File: src/hdl/teup_pkg.sv
// shared types and byte constants for the terminal escape and utf-8 parser
package teup_pkg;

  typedef enum logic [3:0] {
    ST_GROUND  = 4'd0,
    ST_U8B1    = 4'd1,
    ST_U8B2    = 4'd2,
    ST_U8B3    = 4'd3,
    ST_ESC1    = 4'd4,
    ST_ESC2    = 4'd5,
    ST_CSI1    = 4'd6,
    ST_CSI2    = 4'd7,
    ST_CSIIGN  = 4'd8,
    ST_CSIPAR  = 4'd9,
    ST_OSC     = 4'd10
  } state_e;

  typedef enum logic [3:0] {
    AC_NONE    = 4'd0,
    AC_EXEC    = 4'd1,
    AC_PRINT   = 4'd2,
    AC_WIDE    = 4'd3,
    AC_GETB2   = 4'd4,
    AC_GETB3   = 4'd5,
    AC_GETB4   = 4'd6,
    AC_U8ERR   = 4'd7,
    AC_CLEAR   = 4'd8,
    AC_ESCDISP = 4'd9,
    AC_INTER   = 4'd10,
    AC_CSIDISP = 4'd11,
    AC_PRIV    = 4'd12,
    AC_PARAM   = 4'd13,
    AC_OSCPUT  = 4'd14,
    AC_OSCEND  = 4'd15
  } action_e;

  localparam logic [7:0] ByteLead4 = 8'hf0;
  localparam logic [7:0] ByteLead3 = 8'he0;
  localparam logic [7:0] ByteLead2 = 8'hc0;
  localparam logic [7:0] ByteTilde = 8'h7e;
  localparam logic [7:0] ByteBel   = 8'h07;
  localparam logic [7:0] ByteEsc   = 8'h1b;
  localparam logic [7:0] ByteSub   = 8'h1a;
  localparam logic [7:0] ByteCan   = 8'h18;
  localparam logic [7:0] ByteCsi   = 8'h5b;
  localparam logic [7:0] ByteOsc   = 8'h5d;
  localparam logic [7:0] ByteColon = 8'h3a;

endpackage

File: src/hdl/teup_decode.sv
// next state and action for one byte in the current parser state
module teup_decode (
  input  teup_pkg::state_e  state_i,
  input  logic [7:0]        byte_i,
  output teup_pkg::state_e  next_state_o,
  output teup_pkg::action_e action_o
);
  import teup_pkg::*;

  logic is_ctrl, is_cont, is_final, is_inter, is_param, is_priv, is_dispatch;
  logic in_utf8;

  always_comb begin
    is_ctrl     = (byte_i <= 8'h1f);
    is_cont     = (byte_i >= 8'h80) || (byte_i <= 8'h3f);
    is_final    = (byte_i >= 8'h30) && (byte_i <= ByteTilde);
    is_inter    = (byte_i >= 8'h20) && (byte_i <= 8'h2f);
    is_param    = (byte_i >= 8'h30) && (byte_i <= 8'h3b);
    is_priv     = (byte_i >= 8'h3c) && (byte_i <= 8'h3f);
    is_dispatch = (byte_i >= 8'h40) && (byte_i <= ByteTilde);
    in_utf8     = (state_i == ST_U8B1) || (state_i == ST_U8B2) || (state_i == ST_U8B3);
  end

  always_comb begin
    next_state_o = state_i;
    action_o     = AC_NONE;
    if (!in_utf8 && byte_i == ByteEsc) begin
      next_state_o = ST_ESC1;
      action_o     = AC_CLEAR;
    end else if (!in_utf8 && (byte_i == ByteSub || byte_i == ByteCan)) begin
      next_state_o = ST_GROUND;
      action_o     = AC_EXEC;
    end else begin
      case (state_i)
        ST_U8B1, ST_U8B2, ST_U8B3: begin
          if (is_cont) begin
            case (state_i)
              ST_U8B1: begin
                next_state_o = ST_GROUND;
                action_o     = AC_WIDE;
              end
              ST_U8B2: begin
                next_state_o = ST_U8B1;
                action_o     = AC_GETB2;
              end
              default: begin
                next_state_o = ST_U8B2;
                action_o     = AC_GETB3;
              end
            endcase
          end else begin
            next_state_o = ST_GROUND;
            action_o     = AC_U8ERR;
          end
        end
        ST_ESC1: begin
          if (byte_i == ByteOsc) begin
            next_state_o = ST_OSC;
          end else if (byte_i == ByteCsi) begin
            next_state_o = ST_CSI1;
          end else if (is_final) begin
            next_state_o = ST_GROUND;
            action_o     = AC_ESCDISP;
          end else if (is_inter) begin
            next_state_o = ST_ESC2;
            action_o     = AC_INTER;
          end else if (is_ctrl) begin
            action_o = AC_EXEC;
          end
        end
        ST_ESC2: begin
          if (is_final) begin
            next_state_o = ST_GROUND;
            action_o     = AC_ESCDISP;
          end else if (is_inter) begin
            next_state_o = ST_GROUND;
          end else if (is_ctrl) begin
            action_o = AC_EXEC;
          end
        end
        ST_CSI1: begin
          if (is_dispatch) begin
            next_state_o = ST_GROUND;
            action_o     = AC_CSIDISP;
          end else if (is_priv) begin
            next_state_o = ST_CSIPAR;
            action_o     = AC_PRIV;
          end else if (byte_i == ByteColon) begin
            next_state_o = ST_CSIIGN;
          end else if (is_param) begin
            next_state_o = ST_CSIPAR;
            action_o     = AC_PARAM;
          end else if (is_inter) begin
            next_state_o = ST_CSI2;
            action_o     = AC_INTER;
          end else if (is_ctrl) begin
            action_o = AC_EXEC;
          end
        end
        ST_CSI2: begin
          if (is_dispatch) begin
            next_state_o = ST_GROUND;
            action_o     = AC_CSIDISP;
          end else if (is_inter || is_param || is_priv) begin
            next_state_o = ST_CSIIGN;
          end else if (is_ctrl) begin
            action_o = AC_EXEC;
          end
        end
        ST_CSIIGN: begin
          if (is_dispatch) begin
            next_state_o = ST_GROUND;
          end else if (is_ctrl) begin
            action_o = AC_EXEC;
          end
        end
        ST_CSIPAR: begin
          if (is_dispatch) begin
            next_state_o = ST_GROUND;
            action_o     = AC_CSIDISP;
          end else if (is_priv || byte_i == ByteColon) begin
            next_state_o = ST_CSIIGN;
          end else if (is_param) begin
            action_o = AC_PARAM;
          end else if (is_inter) begin
            next_state_o = ST_CSI2;
            action_o     = AC_INTER;
          end else if (is_ctrl) begin
            action_o = AC_EXEC;
          end
        end
        ST_OSC: begin
          if (byte_i == ByteBel) begin
            next_state_o = ST_GROUND;
            action_o     = AC_OSCEND;
          end else if (!is_ctrl) begin
            action_o = AC_OSCPUT;
          end
        end
        default: begin
          // ground, and any code outside the state list behaves as ground
          next_state_o = ST_GROUND;
          if (byte_i >= ByteLead4 && byte_i <= 8'hf7) begin
            next_state_o = ST_U8B3;
            action_o     = AC_GETB4;
          end else if (byte_i >= ByteLead3 && byte_i <= 8'hef) begin
            next_state_o = ST_U8B2;
            action_o     = AC_GETB3;
          end else if (byte_i >= ByteLead2 && byte_i <= 8'hdf) begin
            next_state_o = ST_U8B1;
            action_o     = AC_GETB2;
          end else if (byte_i >= 8'h20 && byte_i <= 8'h7f) begin
            action_o = AC_PRINT;
          end else if (is_ctrl) begin
            action_o = AC_EXEC;
          end else begin
            action_o = AC_U8ERR;
          end
        end
      endcase
    end
  end

endmodule

File: src/hdl/terminal_escape_utf8_parser_core.sv
// top level of the terminal escape sequence and utf-8 byte parser
// One input byte in, one action out, for every byte. The block takes a byte in every cycle while
// the output side keeps taking actions: a byte lands in an input register, is decoded against the
// parser state and the action goes into the result register, so the sustained rate is one byte per
// cycle while the output is not stalled, set by the single decode step between those registers.
// Ready on the input falls only when both registers hold beats that the output side has
// not yet taken. Reset puts the parser in the ground state.
module terminal_escape_utf8_parser_core (
  input  logic       clk_i,
  input  logic       rst_ni,
  input  logic       in_valid_i,
  output logic       in_ready_o,
  input  logic [7:0] byte_in_i,
  output logic       out_valid_o,
  input  logic       out_ready_i,
  output logic [3:0] action_o
);
  import teup_pkg::*;

  logic       in_valid_q;
  logic [7:0] byte_q;
  logic       out_valid_q;
  action_e    action_q;
  state_e     state_q;
  state_e     state_d;
  action_e    action_d;
  logic       out_load;
  logic       advance;

  teup_decode u_decode (
    .state_i      (state_q),
    .byte_i       (byte_q),
    .next_state_o (state_d),
    .action_o     (action_d)
  );

  assign out_load    = !out_valid_q || out_ready_i;
  assign advance     = in_valid_q && out_load;
  assign in_ready_o  = !in_valid_q || advance;
  assign out_valid_o = out_valid_q;
  assign action_o    = action_q;

  always_ff @(posedge clk_i or negedge rst_ni) begin
    if (!rst_ni) begin
      in_valid_q  <= 1'b0;
      out_valid_q <= 1'b0;
      state_q     <= ST_GROUND;
    end else begin
      if (in_ready_o) begin
        in_valid_q <= in_valid_i;
      end
      if (out_load) begin
        out_valid_q <= in_valid_q;
      end
      if (advance) begin
        state_q <= state_d;
      end
    end
  end

  // beat registers, no reset needed
  always_ff @(posedge clk_i) begin
    if (in_ready_o && in_valid_i) begin
      byte_q <= byte_in_i;
    end
    if (advance) begin
      action_q <= action_d;
    end
  end

endmodule

File: config.mk
export PLATFORM = sky130hd
export DESIGN_NAME = terminal_escape_utf8_parser_core
export DESIGN_NICKNAME = d
export VERILOG_FILES = /design/src/hdl/teup_pkg.sv /design/src/hdl/teup_decode.sv /design/src/hdl/terminal_escape_utf8_parser_core.sv
export SDC_FILE = /design/constraint.sdc
export NUM_CORES = 1
export LEC_CHECK = 0
export ABC_AREA = 1
export BUFFER_PORTS_ARGS = -buffer_cell sky130_fd_sc_hd__buf_2
export CORE_MARGIN = 2
export CORE_UTILIZATION = 45
export CTS_CLUSTER_DIAMETER = 50
export CTS_CLUSTER_SIZE = 25
export DETAILED_ROUTE_END_ITERATION = 8
export PLACE_DENSITY_LB_ADDON = 0.12
export SETUP_SLACK_MARGIN = 0.1
export SLEW_MARGIN = 5
export SYNTH_ARGS = -nofsm -noshare
export SYNTH_HDL_FRONTEND = slang
export SYNTH_SLANG_ARGS = --single-unit
File: constraint.sdc
create_clock -name clk_i -period 1.62 [get_ports clk_i]
set_clock_uncertainty 0.15 [all_clocks]
set_input_delay 0.324 -clock clk_i [delete_from_list [all_inputs] [get_ports clk_i]]
set_output_delay 0.324 -clock clk_i [all_outputs]
set_load 0.05 [all_outputs]
==> out/metrics.yaml <==
seq_power_share_pct: 30.6
top_usage_layer: "met2"
p_int_mw: 1.17
htreeDepth: 1
seq_area_frac_synth_pct: 33.1
worst_slew_pin_slew_ns: 0.356
dpl_cell_area_sq_um: 2060
drc_errors: 0
cts_tree: "yes"
grt_pass1_vias: 1754
track_usage_pct: 26.1
overflow: 0
end_kind: "flop"
avgSynthCellArea_sq_um: 7.10
worstPathArrival_ns: 1.95
max_freq_mhz: 530
violations: "setup timing"
clk_latency_ns: 0.31
pwr-share-comb_pct: 57.4
start_util_pct: 46.6
fin_crit_sh_pct: 116
max_cap_violations: 0
synthTopCellsByArea: "edfxtp_1, nand2_1, dfrtp_1, nand3_2, nor2_1"
die_area_sq_um: 3910
finalCriticalPeriod_ns: 1.89
grt_max_degree: 11
viasPerCell: 5.22
setup_tns_ns: -1.79
setup_violations: 8
clock_path_buffers: 2
met1_usage_pct: 32.0
syn_nets: 229
area_growth_pct: 55.9
dp_hpwl_um: 3780
outcome: "finished, violations left"
p_sw_uw: 950
drtPass1Iterations: 4
yosysWarnings: 0
drive_above_1_share_pct: 54.0
synth_cell_types: 28
grt_util_met3_pct: 4.14
ys_seq_elements: 18
layout_common_cells: "buf_4, nand2_1, buf_2"
design_area_sq_um: 2400
drt.antenna.violating_nets: 0
ioPinCount: 18
gp_congestion: 1.05
setup_ws_ns: -0.266
synth_area_leader_cell: "edfxtp_1"
crit_fanout: 5
coreArea_sq_um: 3310
antenna_cells: 0
regToRegSetupSlack_ns: -0.27
crit_type: "reg -> reg"
row_count: 21
swShare_pct: 44.7
synth_top_area_share_pct: 23.4
hold_slack_ns: 0.0244
clkPwrFrac_pct: 12.0
leakage_nw: 1.12
vias: 1796
start_kind: "flop"
cellPowerDensity_nw_per_um2: 884
grt_pass1_wl_um: 7920
layout_commonest_cell: "buf_4"
use_met2_pct: 45.8
synth_area_sq_um: 1540
path_clk_slew_ns: 0.12
cts_sinks: 18
relSlewSlack_pct: 76.1
nets: 311
hold_violations: 0
hold_class: "in -> reg"
io_buffers: 17
drv_slew: 0
ir_worst_vdd_mv: 0.859
cp_data_required_time_ns: 1.68
synthCells: 217
rsz0062_at_grt: "true"
wire_per_inst_um: 14.5
cts_root_buf: "clkbuf_4"
wl_um: 4990
die_w_um: 62.5
die_h_um: 62.5
antenna_found_initial: 0
cts_buffers: 3
fill_cells: 280
drtIter0Drc: 72
==> power by group through the flow <==
stage          registers [mW]  clock network [mW]  logic, mW
6_report                0.651               0.254       1.22
3_3_place_gp            0.657                   0       1.08
3_5_place_dp            0.662                   0       1.07
4_1_cts                 0.652               0.246       1.12
5_1_grt                 0.663               0.273       1.35
2_1_floorplan           0.758                   0      0.561
==> per-layer routing <==
layer | part of all wire (%) | up-vias
li1 | - | 884
met1 | 41 | 835
met2 | 50 | 60
met3 | 5.6 | 17
met4 | 3.5 | 0
met5 | 0 | -
==> worst paths after layout <==
check | from | depth (start not counted) | endpoint
max | byte_q[7]$_DFFE_PP_ | 13 | state_q[3]$_DFFE_PN0P_
min | byte_in_i[7] | 1 | byte_q[7]$_DFFE_PP_
max reg2reg | byte_q[7]$_DFFE_PP_ | 13 | state_q[3]$_DFFE_PN0P_
min reg2reg | state_q[0]$_DFFE_PN0P_ | 2 | state_q[0]$_DFFE_PN0P_
max in group asynchronous | rst_ni | 2 | state_q[2]$_DFFE_PN0P_
min in group asynchronous | rst_ni | 2 | in_valid_q$_DFFE_PN0N_
==> flip-flops by register name, summed over array words and instances (netlist names) <==
register and flops:
action_o 4, out_valid_o 1, byte_q 8, in_valid_q 1
state_q 4
==> cells in the mapped netlist, drive strengths merged <==
library cell	n
nor2	31
a21oi	13
nor3	6
edfxtp	12
buf	1
a211oi	1
nand4	7
dfrtp	6
o22ai	1
o21ai	15
o211ai	3
nand2	70
clkinv	2
inv	26
nor4	1
nand3	21
o21bai	1
==> critical path, cell delays in order (launching register included) <==
cell and delay, ns:
edfxtp_1 0.48, inv_2 0.15, buf_12 0.12, nand2_8 0.07, nor2_4 0.16, nand2_1 0.08
nand3_2 0.09, nand2_2 0.06, nand2_1 0.08, nand2_2 0.07, nand2_4 0.08, nand2_4 0.06
nand2_1 0.06, nand2_1 0.06
==> cell type report <==
cell class	instances	area, sq um	area share [%]
flip-flops and latches	18	513	21.3
repair buffers	78	584	24.3
inverters	28	120	5.00
multi-input cells	170	1100	45.9
clock inverters	1	3.75	0.156
clock buffers	3	22.5	0.937
well taps	46	57.6	2.39
==> kinds of logic (layout without fill, tap and decap cells) <==
kind of cell    after synthesis  count (layout)  synth area share [%]
flops                        18              18                  33.1
compound gates               34              34                  13.2
simple gates                136             136                  46.0
buf+inv                      29             110                  7.71
==> repair_timing <==
item	CTS	global route
gates cloned	0	0
pin swaps	11	15
hold buffers	1	0
resized for setup	21	33
endpoints found under the hold margin	6	0
setup buffers	7	6
endpoints found under the setup margin	9	10
==> through the flow <==
stage                     setup slack (ns)  instances  power (mW)  util [%]
after detailed placement            -0.262        326        1.73      62.2
after CTS                           -0.208        338        2.02      67.9
after global routing                -0.356        344        2.28      72.6
after floorplan                    -0.0571        217        1.32         -
final                               -0.266        344        2.12      72.6
after global placement              -0.231        326        1.73      62.2
(Power assumes the default switching activity.)
